==> config.mk <==
export PLATFORM = sky130hd
export DESIGN_NAME = qs_sqrt_cell
export DESIGN_NICKNAME = d
export VERILOG_FILES = /design/src/rtl/qs_sqrt_cell.sv
export SDC_FILE = /design/constraint.sdc
export NUM_CORES = 1
export LEC_CHECK = 0
export ABC_AREA = 1
export ABC_CLOCK_PERIOD_IN_PS = 1700
export BUFFER_PORTS_ARGS = -buffer_cell sky130_fd_sc_hd__buf_2
export CORE_ASPECT_RATIO = 1.75
export CORE_UTILIZATION = 40
export DETAILED_ROUTE_END_ITERATION = 7
export PLACE_DENSITY = 0.65
export SYNTH_ARGS = -nofsm -noshare
export SYNTH_HDL_FRONTEND = slang
export SYNTH_SLANG_ARGS = --single-unit
==> constraint.sdc <==
create_clock -name i_clk -period 1.7 [get_ports i_clk]
set_input_delay 0 -clock i_clk [delete_from_list [all_inputs] [get_ports i_clk]]
set_output_delay 0 -clock i_clk [all_outputs]
set_load 0.02 [all_outputs]
==> src/rtl/qs_sqrt_cell.sv <==
`timescale 1ns / 1ps
// One step of the digit-by-digit integer square root, one result bit per cell.
// Depends on nothing.

module qs_sqrt_cell #(
    parameter int W     = 42,
    parameter int NSTEP = 21,
    parameter int STEP  = 0
) (
    input  logic         i_clk,
    input  logic         i_en,
    input  logic [W-1:0] i_v,
    input  logic [W-1:0] i_r,
    output logic [W-1:0] o_v,
    output logic [W-1:0] o_r
);

    localparam logic [W-1:0] BIT = {{(W-1){1'b0}}, 1'b1} << (2 * (NSTEP - 1 - STEP));

    logic [W-1:0] trial;
    logic [W-1:0] n_v;
    logic [W-1:0] n_r;

    // Try the current bit against the remainder.
    always_comb begin
        trial = i_r + BIT;
        if (i_v >= trial) begin
            n_v = i_v - trial;
            n_r = (i_r >> 1) + BIT;
        end else begin
            n_v = i_v;
            n_r = i_r >> 1;
        end
    end

    always_ff @(posedge i_clk) begin
        if (i_en) begin
            o_v <= n_v;
            o_r <= n_r;
        end
    end

endmodule

---- Word-level counts from Yosys, hierarchy flattened ----
Cells that the tools add are included.
W data, S select, Z words.
operators by class
  add/subtract/negate cells ............... 3
  order comparisons ....................... 1
  multiplexer cells ....................... 2
operators with widths
  cell                      number
  $add A41 B41 Y42 const B  1
  $add A42 B41 Y42 const B  1
  $ge A42 B42 Y1            1
  $mux W42                  1
  $sub A42 B42 Y42          1
  $mux W41                  1
word-level totals
  flip-flop bits (word level) ............. 84
  input port bits ......................... 86
  output and inout bits ................... 84
  logic and storage cells ................. 9

---- Logic depth before layout (Yosys ltp) ----
  depth after elaboration ................. 3
  depth in mapped cells ................... 16
  gate-level depth less buffers ........... 15

---- Worst setup path before layout ----
No wires, ideal clock.
  kind .................................... input-to-reg
  start point ............................. in i_v[0]
  end point ............................... reg o_v[35] (data pin)
  setup time .............................. 0.253 ns
  arrival time ............................ 1.413 ns
  required time ........................... 1.447 ns
  slack ................................... 0.034 ns
  cell stages on the path ................. 11
  path buffers ............................ 1
  path through ............................ inv_1 ha_1 inv_1 fa_1 nand3_1 nand3_2 nand3_2 nand4_4 buf_6 nand3_1 nand2_1
between the ends
  cells in the longest elaborated chain, start to end .. 2
  elaborated cells on any way between the ends .. 3
  classes of those cells .................. add/sub (1); order compare (1); mux (1)
RTL lines
  element                                                    RTL line  source
  from (decl)                                                12        input logic [W-1:0] i_v,
  $sub A42 B42 Y42 / $ge A42 B42 Y1 (equally long branches)  28, 27
  $mux W42 *                                                 27        if (i_v >= trial) begin
  net n_v[35]                                                21        logic [W-1:0] n_v;
  to (signal assigned)                                       38        o_v <= n_v;
  to (decl)                                                  14        output logic [W-1:0] o_v,
Mark *: on every way through the listed nets, which the timed path passes. The rest lies on a longest branch.
A chain may end at the register's enable or synchronous reset.

---- Final worst setup path ----
  start point ............................. in i_v[31]
  end point ............................... reg o_v[26] (data pin)
between the ends
  cells in the longest elaborated chain, start to end .. 2
RTL lines
  element         RTL line
  $ge A42 B42 Y1  27
  $mux W42        27
  net n_v[26]     21
The timed path passes the listed nets, and every way through them passes these cells.

==> flow_summary.ini <==
[floorplanning]
die_area_um2 = 17600
top_level_ports = 170
core_um2 = 16500
chipHeight_um = 175
dieWidth_um = 101
rows = 62
start_util = 0.413

[sta]
slew_viol_final = 0
hold_viol_final = 0
tightest_slew_ns = 0.506
slew-limit-headroom = 0.663
finalSetupViolations = 0
post-route-period-util = 0.972
max_freq_ghz = 0.605
setup_tns_ns = 0
setup_slack_ns = 0.0468
hold_ws_ns = 0.00243
min_period_ns = 1.65

[final_layout]
stdcell_area_um2 = 10700
nets = 1511
layout_commonest_cell = nand2_1
n_antenna_cell = 0
stdcell_count = 1611
final_util = 0.650
area_delta_synth_final_pct = 57.5
fillCellCount = 1504
drive_above_1_share = 0.349
most-common-layout-cells = 331 x nand2_1, 185 x inv_1, 168 x buf_2

[yosys]
synth-xor-area-share = 0.0321
synth_nets = 1106
synth-simple-area-share = 0.351
yosys_warnings = 0
synth_top_family_by_area = simple AND/OR/NAND/NOR gates
avgSynthCellArea_um2 = 6.98
syn_inst = 977
synth-adder-area-share = 0.0800
synth-seq-cells = 84
yosys-mux-area-fraction = 0
ys_types = 29
syn_area_um2 = 6820
synth_compound_gate_area_share = 0.0404
ys_seq_area_frac = 0.370

[place]
dpl.cell_count = 1521
hpwl_mm = 19.5
portBuffers = 169
place_congestion = 0.890
dp_slack_ns = -0.580
dpl-instance-area_um2 = 9100

[clocking]
cts_max_path_buffers = 2
numCtsBuffers = 9
cts_tree = built
ctsRootBufferMaster = clkbuf_16
cts.reportedPaths.clkPinSlew_ns = 0.07
clock_sinks = 84
cts_htree_levels = 3

[worst_hold_path]
holdCritPathClass = in2reg
min_to = o_v[1]
min_from = i_v[1]
whs_path_depth = 3

[power_and_ir_drop]
p_total_mw = 8.02
seqPwrFrac = 0.332
combPwrFrac = 0.418
power_frac_clock = 0.251
leakage_nw = 5.66
p_int_mw = 5.16
p_sw_frac = 0.357
power_density_nw_per_um2 = 747
switchingPower_mw = 2.86
vdd.ir_drop.worst_v = 0.000491

[routing]
firstDrtPassIters = 4
ant_nets = 0
drc = 0
vias = 7625
viasPerCell = 4.73
routed_wl_mm = 25.7
first_iter_violations = 277
wire_per_inst_um = 15.9

[worst_setup_path]
critical_path_class = in2reg
cp_data_arrival_time_ns = 1.75
cp-end-kind = flop
worstSetupStartpointType = primary input
worstPathMaxFanout = 8
worstPathRequired_ns = 1.79

[status]
status = finished clean

[global_routing]
grt_max_degree = 85
grt_pass1_vias = 7527
antenna_found_initial = 0
grt_pass1_wl_mm = 37.7
grt_usage = 0.287
grt_overflow = 0

[flow_run]
drv_cap = 0
-- flip-flops by register name (all words and copies together) (netlist names) --
register  count
o_r          42
o_v          42
-- power by group through the flow --
stage	Clock, mW	Sequential, mW	Combinational [mW]
floorplan	0	3.04	1.25
CTS	2.04	2.66	3.02
detailed placement	0	2.70	2.87
finish	2.01	2.66	3.35
global route	2.10	2.68	3.63
global placement	0	2.70	2.85
-- worst max path at each step --
stage	start	end	slack (ns)
floorplan	i_v[0]	o_v[35]	0.03
global placement	i_v[0]	o_v[36]	-0.57
detailed placement	i_v[0]	o_v[36]	-0.58
CTS	i_v[0]	o_v[36]	-0.009
global route	i_r[14]	o_v[39]	-0.03
finish	i_v[31]	o_v[26]	0.05
-- cell usage after synthesis, drive strengths merged --
cell,number,share of area
a21oi,36,0.028
and2,2,0.0018
and3,1,0.00092
buf,12,0.019
edfxtp,84,0.37
fa,1,0.0029
ha,42,0.077
inv,194,0.11
nand2,375,0.21
nand3,93,0.070
nand3b,8,0.0088
nand4,3,0.0050
nor2,79,0.050
nor3,5,0.0037
nor4,2,0.0018
o21a,1,0.0011
o21ai,10,0.0073
o21bai,4,0.0044
xnor2,1,0.0013
xor2,24,0.031
-- metal layers --
layer / GRT usage / part of all wire
met1: 0.282 / 0.35
met2: 0.571 / 0.57
met3: 0.0276 / 0.027
met4: 0.147 / 0.054
met5: 0 / 0
-- layout make-up --
cell class	instances	area, um^2	share of cell area
multi-input cells	688	3970	0.370
clock inverters	7	66.3	0.00618
repair buffers	405	2940	0.274
inverters	194	731	0.0681
well taps	224	280	0.0261
flip-flops and latches	84	2520	0.235
clock buffers	9	225	0.0210
-- kinds of logic (layout without fill, tap and decap cells) --
family,after synthesis,after routing
AND/OR/NAND/NOR,568,569
buffers and inverters,206,615
flip-flops,84,84
AO/OA/AOI/OAI,51,51
adder cells (fa/ha/maj),43,43
XOR/XNOR,25,25
-- what timing repair did --
action,4_1_cts,5_1_grt
hold buffers,65,0
gates resized for setup,16,122
buffers inserted,0,7
endpoints found under the hold margin,65,0
cloned,0,4
pin swaps,1,21
endpoints found under the setup margin,41,44
-- critical path, stage by stage --
cell     delay, ns
buf_2         0.10
ha_1          0.34
nand2_1       0.09
nand2_1       0.12
a21oi_2       0.18
nand2_1       0.12
a21oi_2       0.18
nand4_4       0.12
buf_12        0.17
buf_12        0.14
nand3_1       0.06
nand2_1       0.09
Power figures use the tool's default switching activity.
