## config.mk

```make
export PLATFORM = sky130hd
export DESIGN_NAME = qs_div_cell
export DESIGN_NICKNAME = d
export VERILOG_FILES = /design/src/rtl/qs_pkg.sv /design/src/rtl/qs_div_cell.sv
export SDC_FILE = /design/constraint.sdc
export NUM_CORES = 1
export LEC_CHECK = 0
export BUFFER_PORTS_ARGS = -buffer_cell sky130_fd_sc_hd__buf_4
export CAP_MARGIN = 20
export CORE_AREA = 2 2 203 205
export DETAILED_ROUTE_END_ITERATION = 8
export DIE_AREA = 0 0 205 207
export PLACE_DENSITY_LB_ADDON = 0.05
export SLEW_MARGIN = 10
export SYNTH_ARGS = -nofsm -noshare
export SYNTH_HDL_FRONTEND = slang
export SYNTH_SLANG_ARGS = --single-unit
```

## constraint.sdc

```tcl
create_clock -name i_clk -period 4.7 [get_ports i_clk]
set_clock_uncertainty 0.15 [all_clocks]
set_input_delay 0.705 -clock i_clk [delete_from_list [all_inputs] [get_ports i_clk]]
set_output_delay 0.705 -clock i_clk [all_outputs]
set_load 0.02 [all_outputs]
```

## src/rtl/qs_pkg.sv

```systemverilog
`timescale 1ns / 1ps
// Shared widths, the CORDIC arctangent table and the lane types of the slerp pipeline.
// Depends on nothing; quaternion_slerp, qs_cordic_cell and qs_div_cell import it.

package qs_pkg;

    // CORDIC datapath: x and y in units of 2^-20, angles in units of 2^-20 rad.
    localparam int CW           = 24;
    localparam int ZW           = 26;
    localparam int CORDIC_STEPS = 18;

    localparam logic signed [CW-1:0] C_GAIN = 24'sd636751;

    localparam logic signed [ZW-1:0] C_ATAN [CORDIC_STEPS] = '{
        26'sd823550, 26'sd486170, 26'sd256879, 26'sd130396, 26'sd65451, 26'sd32757,
        26'sd16383,  26'sd8192,   26'sd4096,   26'sd2048,   26'sd1024,  26'sd512,
        26'sd256,    26'sd128,    26'sd64,     26'sd32,     26'sd16,    26'sd8
    };

    // Final divider: numerator magnitude, divisor and quotient widths.
    localparam int NUMW  = 42;
    localparam int DW    = 24;
    localparam int QW    = 17;

    typedef logic [3:0][NUMW-1:0] t_rem4;
    typedef logic [3:0][QW-1:0]   t_quo4;

    // Per-item flags that travel beside the divider cells.
    typedef struct packed {
        logic [3:0] neg;
        logic [3:0] ovf;
        logic       zero;
    } t_div_flags;

endpackage

```

## src/rtl/qs_div_cell.sv

```systemverilog
`timescale 1ns / 1ps
// One restoring division step for all four lanes, giving one quotient bit each.
// Depends on qs_pkg for the lane types and widths.

module qs_div_cell import qs_pkg::*; #(
    parameter int STEP = 0
) (
    input  logic          i_clk,
    input  logic          i_en,
    input  t_rem4         i_rem,
    input  t_quo4         i_q,
    input  logic [DW-1:0] i_d,
    output t_rem4         o_rem,
    output t_quo4         o_q,
    output logic [DW-1:0] o_d
);

    logic [NUMW-1:0] dsh;
    t_rem4           n_rem;
    t_quo4           n_q;

    // Subtract the shifted divisor wherever it fits.
    always_comb begin
        dsh = NUMW'(i_d) << STEP;
        for (int i = 0; i < 4; i++) begin
            if (i_rem[i] >= dsh) begin
                n_rem[i] = i_rem[i] - dsh;
                n_q[i]   = i_q[i] | (QW'(1) << STEP);
            end else begin
                n_rem[i] = i_rem[i];
                n_q[i]   = i_q[i];
            end
        end
    end

    always_ff @(posedge i_clk) begin
        if (i_en) begin
            o_rem <= n_rem;
            o_q   <= n_q;
            o_d   <= i_d;
        end
    end

endmodule
```

# [Word level (Yosys, flattened, before mapping)]
# Cells that the tools add are included.
[totals] register_bits=260 elab_cells=25 in_bits=262 out_inout_bits=260
[classes] order_cmp=4 addsub=4 muxes=4
[ops] op="42-bit by 24-bit greater-or-equal comparator with 1-bit output" n=4
[ops] op="42-bit 2-to-1 mux" n=4
[ops] op="42-bit by 24-bit subtractor with 42-bit output" n=4

# [Longest topological paths before layout]
[depth] depth_word=2 ltp_mapped=14 depth_no_buf=12

# [Worst setup path after synthesis]
# OpenSTA, ideal clock, no wires.
[synth_path] kind="input -> register" startpoint="in i_rem[84] (netlist name)" endpoint="reg o_rem[84] (netlist name) (data pin)" t_arrival_ns=3.414 t_required_ns=4.283 cell_stages=12 setup_ns=0.267 path_buffers=2 slack_ns=0.869 cell_sequence="inv_1 ha_1 inv_1 fa_1 a211oi_1 o21bai_1 a221oi_1 nand3_1 a211oi_1 buf_2 buf_1 o21ai_0"
[synth_rtl] item="start, declared" line_no="qs_div_cell.sv:10" text="input t_rem4 i_rem,"
[synth_rtl] item="end signal, assigned" line_no="qs_div_cell.sv:38" text="o_rem <= n_rem;"
[synth_rtl] item="end, declared" line_no="qs_div_cell.sv:13" text="output t_rem4 o_rem,"

==> metrics <==
Core ar. about 40000 um2; Placed Area 20300 um2; crit path launch type input port; Rel. slew slack between 20 and 30%; DP Wirelength 42700 um; 1st-iter DRT viols approximately 770; wirelength, routed about 54000 um; Port Buffers ~520; Leak Pwr 8.83 nW; RSZ-0062 raised after global routing no; Via Count 13600; worst path cell trace buf_4, inv_1, ha_1, nand4_1, or4_1, nor4_1, nor2_1, a221oi_2, o211ai_1, o41ai_1, o21ai_0; Max FO, Critical Path 8; htree depth 1; die area ~42000 um2; total power ~0.0073 W; FP Rows 74; dpl cells between 2000 and 3000; Final Hold Vio Count 0; Max Fclk 0.262 GHz; endpoint class of the critical path flip-flop; most frequent cells after synthesis edfxtp_1, nor2_1, a21oi_1; status finished clean; Top-Level Pins 522; Peak VDD IR 297 uV; Top FF cell, synth edfxtp_1; Post-synth EDFFs 260; postcts setup bufs 0; top cell type's share of synthesized area 49.9%; crit path DAT 3.96 ns; register area share after synthesis 49.9%; Area growth, synth to finish 35.9%; CTS Buf Count 29; post-synthesis register bit count 260; post-cts resize count 0; TNS Setup 0 ns; nets@finish 2369; Total Routing Usage GR between 20% and 30%; DRT Pass-1 Iters 5; Crit Path Category in2reg; count leader, synth edfxtp_1; fin crit period 3.82 ns; leading area contributor after synthesis edfxtp_1; routed length per instance 21.1 um; Initial Utilization about two fifths; # setup viols final 0; max-cap viol count 0; DR DRC count 0; Reg clk slew, reported paths approximately 0.06 ns; yosys warns 0; share of cells above drive strength 1 30.7%; largest net degree at the start of global routing approximately 110; CP max-delay cell or4_1; clock root buffer clkbuf_16; power density over cell area 345 nW/um2; Die Ht around 210 um; slowest cell delay on critical path 0.57 ns; Post-Syn Instances 1470; top cells by area, synth edfxtp_1, ha_1, xor2_1, a21oi_1, xnor2_1; Worst EP required roughly 4.8 ns; WP buf/inv 2; Vias per Instance 5.31; final worst-path cycle share ~81%; vias in the first global route 13300; die width just over 200 um; Netlist cell types 71; ys async rst share 0%; first-pass GRT wire length 79600 um; Routability Congestion about 0.88; Hold Path Class in2reg; cell family with most CP delay compound AO/OA/AOI/OAI gates; total grt overflow 0; post-synth design cell area 15700 um2; syn_nets 1832; Worst Tran Pin Value 1.05 ns; final std cells w/o fill 2561; clock sinks 260; hold slack roughly 0.15 ns; Mapped Avg Cell Area between 10 and 15 um2; Final ANT Viol Nets 0; clk buf depth 3; initial antenna violation count 2; cts hold-fix bufs 0; CTS tree done; Max Slew Vio Count 0; Finished Cell Area 21300 um2; diode count 0
cells in the final DEF (no fill, tap or decap), types with 9 or more instances in the layout:
master	count
a21o_1	33
a31oi_1	13
nor3_1	32
inv_1	57
or4_1	25
nor2b_1	18
a211oi_1	15
ha_1	96
or2_2	9
nor2_1	131
a21oi_1	127
nand3_1	33
nand4_1	19
o21bai_1	12
clkbuf_16	29
o21a_1	12
edfxtp_1	260
nand2b_1	14
mux2_2	16
or3_1	15
and3_1	13
buf_4	544
o21ai_0	96
nand2_1	107
xnor2_1	72
xor2_1	76
nor4_1	18
where the power goes:
part	internal [W]	switching [W]	leakage [nW]
registers	0.00288	0.0000779	2.55
clock network	0.00140	0.000953	0.472
logic	0.000860	0.00117	5.81
area by class of cell:
type,count,area (um2)
inverter,57,214
multi-input combinational,1112,7500
sequential,260,7810
clock inverter,19,223
fill,3684,19100
timing repair buffer,547,4140
clock buffer,34,744
tap,532,666
cells by family after synthesis:
| group | after synthesis | share of synthesized area [%] |
|---|---|---|
| and+or+nand+nor | 467 | 14.9 |
| xor gates and xnor gates | 148 | 8.28 |
| buffers and inverters | 98 | 2.39 |
| AOI/OAI and AO/OA | 380 | 15.2 |
| DFF | 260 | 49.9 |
| adders and majority gates | 100 | 8.18 |
| muxes | 17 | 1.21 |
sequential cells by signal, summed over array words and instances, names as in the netlist:
register  count
o_rem       168
o_q          68
o_d          24
per-stage QoR:
stage / utilization, % / setup slack, ns
3_5_place_dp: 50.3 / 0.306
4_1_cts: 52.7 / 0.906
6_report: 52.7 / 0.878
2_1_floorplan: - / 0.869
5_1_grt: 52.7 / 0.646
3_3_place_gp: 50.3 / 0.402
routing by layer:
metal	share of wire, %	up-vias	GRT usage [%]
li1	-	6615	-
met1	41	6405	31.5
met2	48	495	42.0
met3	8.0	71	5.32
met4	2.6	4	6.80
met5	0.055	-	0
worst paths after layout:
| kind | start | endpoint | slack, ns | cells past startpoint |
|---|---|---|---|---|
| worst max-delay path | i_d[20] | o_rem[75]$_DFFE_PP_ | 0.88 | 11 |
| worst min-delay path | i_q[37] | o_q[37]$_DFFE_PP_ | 0.15 | 1 |
Note: power is estimated with default switching activity, not from simulation.
