<file path="src/rtl/qs_pkg.sv">
`timescale 1ns / 1ps
// Shared widths, the CORDIC arctangent table and the lane types of the slerp pipeline.
// Depends on nothing; quaternion_slerp, qs_cordic_cell and qs_div_cell import it.

package qs_pkg;

    // CORDIC datapath: x and y in units of 2^-20, angles in units of 2^-20 rad.
    localparam int CW           = 24;
    localparam int ZW           = 26;
    localparam int CORDIC_STEPS = 18;

    localparam logic signed [CW-1:0] C_GAIN = 24'sd636751;

    localparam logic signed [ZW-1:0] C_ATAN [CORDIC_STEPS] = '{
        26'sd823550, 26'sd486170, 26'sd256879, 26'sd130396, 26'sd65451, 26'sd32757,
        26'sd16383,  26'sd8192,   26'sd4096,   26'sd2048,   26'sd1024,  26'sd512,
        26'sd256,    26'sd128,    26'sd64,     26'sd32,     26'sd16,    26'sd8
    };

    // Final divider: numerator magnitude, divisor and quotient widths.
    localparam int NUMW  = 42;
    localparam int DW    = 24;
    localparam int QW    = 17;

    typedef logic [3:0][NUMW-1:0] t_rem4;
    typedef logic [3:0][QW-1:0]   t_quo4;

    // Per-item flags that travel beside the divider cells.
    typedef struct packed {
        logic [3:0] neg;
        logic [3:0] ovf;
        logic       zero;
    } t_div_flags;

endpackage

</file>
<file path="src/rtl/qs_cordic_cell.sv">
`timescale 1ns / 1ps
// One CORDIC micro-rotation, in vectoring or rotation mode.
// Depends on qs_pkg for the widths and the arctangent table.

module qs_cordic_cell import qs_pkg::*; #(
    parameter int STEP      = 0,
    parameter bit VECTORING = 1'b0
) (
    input  logic                 i_clk,
    input  logic                 i_en,
    input  logic signed [CW-1:0] i_x,
    input  logic signed [CW-1:0] i_y,
    input  logic signed [ZW-1:0] i_z,
    output logic signed [CW-1:0] o_x,
    output logic signed [CW-1:0] o_y,
    output logic signed [ZW-1:0] o_z
);

    logic signed [CW-1:0] dx;
    logic signed [CW-1:0] dy;
    logic                 up;
    logic signed [CW-1:0] n_x;
    logic signed [CW-1:0] n_y;
    logic signed [ZW-1:0] n_z;

    // Vectoring drives y towards zero; rotation drives z towards zero.
    always_comb begin
        dx = i_y >>> STEP;
        dy = i_x >>> STEP;
        up = VECTORING ? !i_y[CW-1] : !i_z[ZW-1];
        if (VECTORING ? up : !up) begin
            n_x = i_x + dx;
            n_y = i_y - dy;
            n_z = i_z + C_ATAN[STEP];
        end else begin
            n_x = i_x - dx;
            n_y = i_y + dy;
            n_z = i_z - C_ATAN[STEP];
        end
    end

    always_ff @(posedge i_clk) begin
        if (i_en) begin
            o_x <= n_x;
            o_y <= n_y;
            o_z <= n_z;
        end
    end

endmodule

</file>
<file path="config.mk">
export PLATFORM = sky130hd
export DESIGN_NAME = qs_cordic_cell
export DESIGN_NICKNAME = d
export VERILOG_FILES = /design/src/rtl/qs_pkg.sv /design/src/rtl/qs_cordic_cell.sv
export SDC_FILE = /design/constraint.sdc
export NUM_CORES = 1
export LEC_CHECK = 0
export ABC_AREA = 1
export BUFFER_PORTS_ARGS = -buffer_cell sky130_fd_sc_hd__clkbuf_2
export CAP_MARGIN = 20
export CORE_MARGIN = 10
export CORE_UTILIZATION = 59
export CTS_CLUSTER_DIAMETER = 30
export CTS_CLUSTER_SIZE = 14
export DETAILED_ROUTE_END_ITERATION = 10
export PLACE_DENSITY = 0.83
export SLEW_MARGIN = 20
export SYNTH_ARGS = -nofsm -noshare
export SYNTH_HDL_FRONTEND = slang
export SYNTH_SLANG_ARGS = --single-unit
</file>
<file path="constraint.sdc">
create_clock -name i_clk -period 2.3 [get_ports i_clk]
set_input_delay 0.115 -clock i_clk [delete_from_list [all_inputs] [get_ports i_clk]]
set_output_delay 0.115 -clock i_clk [all_outputs]
set_load 0.02 [all_outputs]
</file>
After elaboration in Yosys (flattened, before gate mapping)
Index checks and enable logic that the tools add are counted.
{"block": "classes", "n_mux": 3, "addsub": 5}
{"op": "two-way mux 24 bit", "count": 2}
{"op": "subtractor 24 bit", "count": 2}
{"op": "adder 26 x 21 -> 26 bit, second input constant", "count": 1}
{"op": "two-way mux 26 bit", "count": 1}
{"op": "subtractor 26 x 21 -> 26 bit, second input constant", "count": 1}
{"op": "adder 24 bit", "count": 1}
{"block": "word_totals", "in_bits": 76, "ff_bits": 74}

Longest topological paths before layout
Gate-level depths: netlist of the first run.
{"block": "logic_depth", "ltp_word": 2, "depth_mapped": 15, "ltp_nobuf": 14}

Worst setup path before layout of the first run
Ideal clock, no wire load.
{"block": "synth_path", "path_type": "in2reg", "start": "input i_z[25]", "end": "register o_z[23] (data pin)", "required_time_ps": 2047, "n_path_buf": 2, "stages": 11, "path_slack_ps": 221, "t_arrival_ps": 1827, "cell_sequence": "clkbuf_1 > clkinv_1 > buf_2 > ha_1 > a21oi_1 > o21a_1 > nor2_1 > o21ai_0 > nand3_1 > nand2_1 > nand2_1"}
{"block": "synth_via", "elab_chain_len": 1}
{"element": "start, declared", "line": "qs_cordic_cell.sv:13", "source": "input logic signed [ZW-1:0] i_z,"}
{"element": "two-way mux 26 bit", "line": "qs_cordic_cell.sv:31", "source": "if (VECTORING ? up : !up) begin"}
{"element": "named net n_z[23]", "line": "qs_cordic_cell.sv:24", "source": "logic signed [ZW-1:0] n_z;"}
{"element": "end signal, assigned", "line": "qs_cordic_cell.sv:46", "source": "o_z <= n_z;"}
{"element": "end, declared", "line": "qs_cordic_cell.sv:16", "source": "output logic signed [ZW-1:0] o_z"}
The timed path passes the listed nets, and every way through them passes these cells.
A chain may end at the register's enable or synchronous reset.

Worst setup path in the final report of the first run
Same ends and word-level chain as after synthesis.

==> results of run 1 <==
==> final cells by class <==
| cell class | count | area, um^2 |
|---|---|---|
| Clock inverter | 7 | 116 |
| Fill cell | 1318 | 4590 |
| Timing Repair Buffer | 197 | 1120 |
| Clock buffer | 9 | 225 |
| Multi-Input combinational cell | 1046 | 5700 |
| Tap cell | 188 | 235 |
| Sequential cell | 73 | 2190 |
| Inverter | 257 | 965 |
==> sequential cells by signal, summed over array words and instances, names as in the netlist <==
register,count
o_x,23
o_z,26
o_y,24
==> repair_timing <==
item / in CTS / in global routing
hold buffers: 1 / 0
setup buffers: 0 / 0
hold endpoints to repair: 1 / 0
==> power by group through the flow <==
| stage | registers (W) | clock network [W] | logic [W] |
|---|---|---|---|
| global route | 0.00180 | 0.00173 | 0.00273 |
| finish | 0.00179 | 0.00167 | 0.00248 |
| floorplan | 0.00206 | 0 | 0.00137 |
| CTS | 0.00179 | 0.00169 | 0.00244 |
| global placement | 0.00180 | 0 | 0.00240 |
| detailed placement | 0.00181 | 0 | 0.00242 |
==> cells in the mapped netlist (4+ instances only) <==
cell type | n | area share, %
a21oi_1 | 76 | 4.2
a21oi_2 | 7 | 0.67
buf_2 | 6 | 0.33
buf_4 | 11 | 0.91
buf_6 | 9 | 1.1
clkbuf_1 | 6 | 0.25
edfxtp_1 | 73 | 24
fa_1 | 4 | 0.88
ha_1 | 100 | 14
inv_1 | 252 | 10
nand2_1 | 467 | 19
nand2_2 | 16 | 1.1
nand3_1 | 120 | 6.6
nand4_1 | 27 | 1.9
nor2_1 | 86 | 3.5
nor2_2 | 12 | 0.83
nor3_1 | 7 | 0.39
o21ai_0 | 47 | 2.6
o21ai_1 | 5 | 0.28
o21bai_1 | 9 | 0.74
o22ai_1 | 6 | 0.41
xnor2_1 | 4 | 0.39
xor2_1 | 26 | 2.5
==> worst paths after layout <==
check | startpoint | to | slack (ps)
min | i_z[1] | o_z[1]$_DFFE_PP_ | 130
max | i_z[25] | o_z[23]$_DFFE_PP_ | 290
==> stage by stage <==
step / power, W / hold slack (ps) / utilization (%)
floorplan: 0.00343 / 214 / -
global placement: 0.00420 / 299 / 67.4
detailed placement: 0.00424 / 300 / 67.4
CTS: 0.00591 / 122 / 69.7
global route: 0.00626 / 158 / 69.7
finish: 0.00593 / 126 / 69.7
==> cell families (layout without fill, tap and decap cells) <==
| group | Yosys count | after routing |
|---|---|---|
| fa+ha+maj | 104 | 104 |
| simple gates | 753 | 753 |
| flops | 73 | 73 |
| compound gates | 159 | 159 |
| buf+inv | 289 | 470 |
| xor+xnor | 30 | 30 |
==> per-layer routing <==
layer / GRT usage, % / up-vias / wire [um]
met5: 0 / - / 0
met4: 10.2 / 0 / 954
met3: 4.89 / 74 / 2640
met2: 46.1 / 507 / 13300
met1: 34.9 / 4373 / 12100
li1: - / 4818 / -
==> critical path, delay by kind of cell <==
family | cells | cell delay [ps]
compound gates | 3 | 690
fa+ha+maj | 1 | 530
buf+inv | 2 | 470
simple gates | 4 | 290
==> results.sh, run 1 <==
export IMPL_synth_xor_area_share_pct=2.89
export IMPL_synth_top_family_by_area="simple AND/OR/NAND/NOR gates"
export IMPL_start_util_pct=60.0
export IMPL_wl_per_cell_um=16.3
export IMPL_dp_cells=1760
export IMPL_synth_edff_count=73
export IMPL_dp_hpwl_um=24100
export IMPL_vdd_ir_drop_max_mv=0.385
export IMPL_power_switching_w=0.00234
export IMPL_rsz0062_at_grt="false"
export IMPL_core_um2=15100
export IMPL_cts_sinks=73
export IMPL_die_area_um2=20800
export IMPL_die_x_um=144
export IMPL_path_clk_slew_ps=60
export IMPL_max_freq_mhz=498
export IMPL_final_area_um2=10600
export IMPL_overflow=0
export IMPL_synth_fa_ha_area_share_pct=14.6
export IMPL_hold_viol_final=0
export IMPL_drive_above_1_share_pct=16.7
export IMPL_post_route_period_util_pct=87.4
export IMPL_synth_cell_types=42
export IMPL_worstHoldPathType="in2reg"
export IMPL_synthSimpleGateAreaFrac_pct=35.5
export IMPL_cp_start_kind="primary input"
export IMPL_synth_flop_cell="edfxtp_1"
export IMPL_die_y_um=144
export IMPL_cpPeakStageDelay_ps=530
export IMPL_ys_ff_latch=73
export IMPL_drc=0
export IMPL_crit_arrival_ps=2110
export IMPL_synthArstFlopShare_pct=0
export IMPL_pwr_share_clk_pct=28.2
export IMPL_first_iter_violations=859
export IMPL_power_per_cell_area_nw_per_um2=562
export IMPL_viasPerCell=5.50
export IMPL_seq_power_share_pct=30.1
export IMPL_crit_type="in2reg"
export IMPL_dp_slack_ps=5.04
export IMPL_nNetsFinal=1764
export IMPL_layout_common_cells="nand2_1 (467), inv_1 (252), clkbuf_2 (148)"
export IMPL_clk_root_buffer_cell="clkbuf_16"
export IMPL_post_cts_resized=0
export IMPL_whs_path_depth=2
export IMPL_timing_slew_headroom_pct=65.6
export IMPL_setup_violations=0
export IMPL_cts_buffer_depth=2
export IMPL_crit_fanout=13
export IMPL_drv_cap=0
export IMPL_synthCells=1408
export IMPL_pwr_share_comb_pct=41.7
export IMPL_grt_first_pass_wirelength_um=45500
export IMPL_cts_buffers=9
export IMPL_tns_ps=0
export IMPL_netSwitchingFraction_pct=39.4
export IMPL_finalMaxSlewViolations=0
export IMPL_rows=45
export IMPL_cp_required_ps=2400
export IMPL_syn_avg_cell_area_um2=6.46
export IMPL_syn_num_nets=1588
export IMPL_tightest_slew_ps=511
export IMPL_synth_compound_area_share_pct=9.63
export IMPL_syn_area_um2=9090
export IMPL_run_status="finished clean"
export IMPL_portBuffers=149
export IMPL_stdcell_count=1777
export IMPL_ios=150
export IMPL_track_usage_pct=27.6
export IMPL_htreeDepth=3
export IMPL_min_period_ps=2010
export IMPL_cts_tree="done"
export IMPL_critPathSlowestCell="ha_1"
export IMPL_antenna_found_initial=0
export IMPL_intPower_w=0.00360
export IMPL_vias=9772
export IMPL_synth_warnings=0
export IMPL_placed_area_um2=10200
export IMPL_n_antenna_cell=0
export IMPL_final_common_cell="nand2_1"
export IMPL_dr_pass1_iters=8
export IMPL_worst_path_most_repeated_cell="nand2_1"
export IMPL_path_cells="clkbuf_2 -> clkinv_1 -> ha_1 -> a21oi_1 -> o21a_1 -> nor2_1 -> o21ai_0 -> nand3_1 -> nand2_1 -> nand2_1"
export IMPL_muxShareOfSynthArea_pct=0
export IMPL_gp_congestion=1.00
export IMPL_wirelength_um=29000
export IMPL_syn_to_final_growth_pct=16.1
export IMPL_ys_seq_area_share_pct=24.1
export IMPL_cp_end_kind="register"
export IMPL_worst_slack_ps=290
export IMPL_antenna_left=0
export IMPL_p_leak_nw=5.92
export IMPL_grt_pass1_vias=9178
export IMPL_grt_max_degree=38
Note: power is estimated with default switching activity, not from simulation.
==> inputs of run 2 (changes only) <==
--- a/config.mk
+++ b/config.mk
@@ -13,8 +13,8 @@
 export CTS_CLUSTER_DIAMETER = 30
 export CTS_CLUSTER_SIZE = 14
 export DETAILED_ROUTE_END_ITERATION = 10
+export MAX_ROUTING_LAYER = met4
 export PLACE_DENSITY = 0.83
-export SLEW_MARGIN = 20
 export SYNTH_ARGS = -nofsm -noshare
 export SYNTH_HDL_FRONTEND = slang
 export SYNTH_SLANG_ARGS = --single-unit
==> run 2 against run 1 <==
Sequential power is essentially flat. Maximum frequency is 3.7% higher. Worst setup slack improved by 72 ps.
==> results.sh, run 2 (same netlist as run 1, synthesis figures left out) <==
export IMPL_track_usage_pct=28.9
export IMPL_power_per_cell_area_nw_per_um2=536
export IMPL_cp_end_kind="register"
export IMPL_min_period_ps=1940
export IMPL_final_common_cell="nand2_1"
export IMPL_crit_type="in2reg"
export IMPL_post_route_period_util_pct=84.2
export IMPL_vdd_ir_drop_max_mv=0.372
export IMPL_total_power_w=0.00565
export IMPL_cp_required_ps=2390
export IMPL_drv_cap=0
export IMPL_pwr_share_comb_pct=44.1
export IMPL_dr_pass1_iters=5
export IMPL_portBuffers=149
export IMPL_post_cts_repair_setup_buffers=0
export IMPL_die_area_um2=20800
export IMPL_post_cts_resized=0
export IMPL_overflow=0
export IMPL_worstHoldStart="i_z[1]"
export IMPL_max_freq_mhz=516
export IMPL_top_register="o_z"
export IMPL_tns_ps=0
export IMPL_p_leak_nw=5.92
export IMPL_tightest_slew_ps=502
export IMPL_rows=45
export IMPL_worstHoldPathType="in2reg"
export IMPL_path_clk_slew_ps=60
export IMPL_seq_power_share_pct=31.7
export IMPL_crit_fanout=13
export IMPL_layout_common_cells="nand2_1 (467), inv_1 (252), clkbuf_2 (148)"
export IMPL_netSwitchingFraction_pct=40.4
export IMPL_cts_buffers=9
export IMPL_n_antenna_cell=0
export IMPL_reg_top3="o_z: 26 flops, o_y: 24 flops, o_x: 23 flops"
export IMPL_antenna_found_initial=0
export IMPL_start_util_pct=60.0
export IMPL_gp_congestion=1.03
export IMPL_fillers=1376
export IMPL_cp_start_kind="primary input"
export IMPL_critPathSlowestCell="ha_1"
export IMPL_setup_violations=0
export IMPL_worst_path_most_repeated_cell="nand2_1"
export IMPL_die_x_um=144
export IMPL_syn_to_final_growth_pct=15.8
export IMPL_rsz0062_at_grt="false"
export IMPL_vias=9657
export IMPL_pwr_share_clk_pct=24.2
export IMPL_holdPathEnd="o_z[1]$_DFFE_PP_"
export IMPL_wirelength_um=29200
export IMPL_run_status="finished clean"
export IMPL_crit_arrival_ps=2030
export IMPL_viasPerCell=5.42
export IMPL_timing_slew_headroom_pct=66.1
export IMPL_hold_viol_final=0
export IMPL_largest_reg_flops=26
export IMPL_cpPeakStageDelay_ps=500
export IMPL_whs_path_depth=2
export IMPL_cts_buffer_depth=2
export IMPL_ios=150
export IMPL_cts_sinks=73
export IMPL_core_um2=15100
export IMPL_nNetsFinal=1769
export IMPL_grt_first_pass_wirelength_um=46400
export IMPL_finalMaxSlewViolations=0
export IMPL_wl_per_cell_um=16.4
export IMPL_path_cells="clkbuf_2 -> clkinv_1 -> ha_1 -> a21oi_1 -> o21a_1 -> nor2_1 -> o21ai_0 -> nand3_1 -> nand2_1 -> nand2_1"
export IMPL_drive_above_1_share_pct=16.6
export IMPL_grt_max_degree=49
export IMPL_power_switching_w=0.00228
export IMPL_first_iter_violations=968
export IMPL_drc=0
export IMPL_htreeDepth=3
export IMPL_clk_root_buffer_cell="clkbuf_16"
export IMPL_grt_pass1_vias=9424
export IMPL_antenna_left=0
export IMPL_dp_hpwl_um=24600
export IMPL_cts_tree="done"
export IMPL_intPower_w=0.00337
export IMPL_die_y_um=144
==> run 2: cell count changes in the layout (fill, tap and decap cells not counted) <==
cell and change:
buf_4 +5, bufinv_16 -2, clkinv_1 +4, clkinv_2 -1, clkinvlp_4 -1, inv_6 -1
==> run 2: power by group through the flow <==
stage	Sequential [W]	Combinational, W	Clock (W)
after floorplan	0.00206	0.00137	0
after global placement	0.00181	0.00242	0
after detailed placement	0.00182	0.00245	0
after CTS	0.00179	0.00246	0.00137
after global routing	0.00181	0.00275	0.00143
final	0.00179	0.00249	0.00136
==> run 2: repair_timing <==
item                                   4_1_cts  5_1_grt
hold buffers                                 1        0
endpoints found under the hold margin        1        0
setup endpoints to repair                    0        0
==> run 2: worst max-delay path by stage <==
stage,start,to,slack [ps]
2_1_floorplan,i_z[25],o_z[23]$_DFFE_PP_,220
3_3_place_gp,i_z[25],o_z[23]$_DFFE_PP_,150
3_5_place_dp,i_z[25],o_z[23]$_DFFE_PP_,50
4_1_cts,i_z[25],o_z[23]$_DFFE_PP_,410
5_1_grt,i_z[25],o_z[19]$_DFFE_PP_,230
6_report,i_z[25],o_z[23]$_DFFE_PP_,360
==> run 2: worst max-delay path: cells and delay by family <==
kind                       cells  cell delay [ps]
adders and majority gates      1              500
buffers and inverters          2              440
and+or+nand+nor                4              300
AOI/OAI and AO/OA              3              670
==> run 2: layer usage <==
layer  up-vias  GRT usage [%]  share of wire, %
met5         -              -                 0
met1      4332           36.4                43
met3        59           3.80               8.1
met4         0           9.79               2.8
met2       444           47.0                46
li1       4822              -                 -
==> run 2: area by class of cell <==
type | instances | area [um^2] | share of cell area, %
Inverter | 257 | 965 | 9.16
Timing Repair Buffer | 202 | 1160 | 11.0
Sequential cell | 73 | 2190 | 20.8
Tap cell | 188 | 235 | 2.23
Clock inverter | 6 | 50.0 | 0.475
Clock buffer | 9 | 225 | 2.14
Multi-Input combinational cell | 1046 | 5700 | 54.1
==> run 2: per-stage QoR <==
stage | area [um^2] | std cells | utilization [%] | hold slack (ps) | setup slack [ps]
finish | 10500 | 1781 | 69.5 | 124 | 363
detailed placement | 10200 | 1765 | 67.6 | 303 | 52.1
global placement | 10200 | 1765 | 67.6 | 293 | 145
floorplan | 9090 | 1408 | - | 214 | 221
global route | 10500 | 1781 | 69.5 | 174 | 230
CTS | 10500 | 1781 | 69.5 | 127 | 408
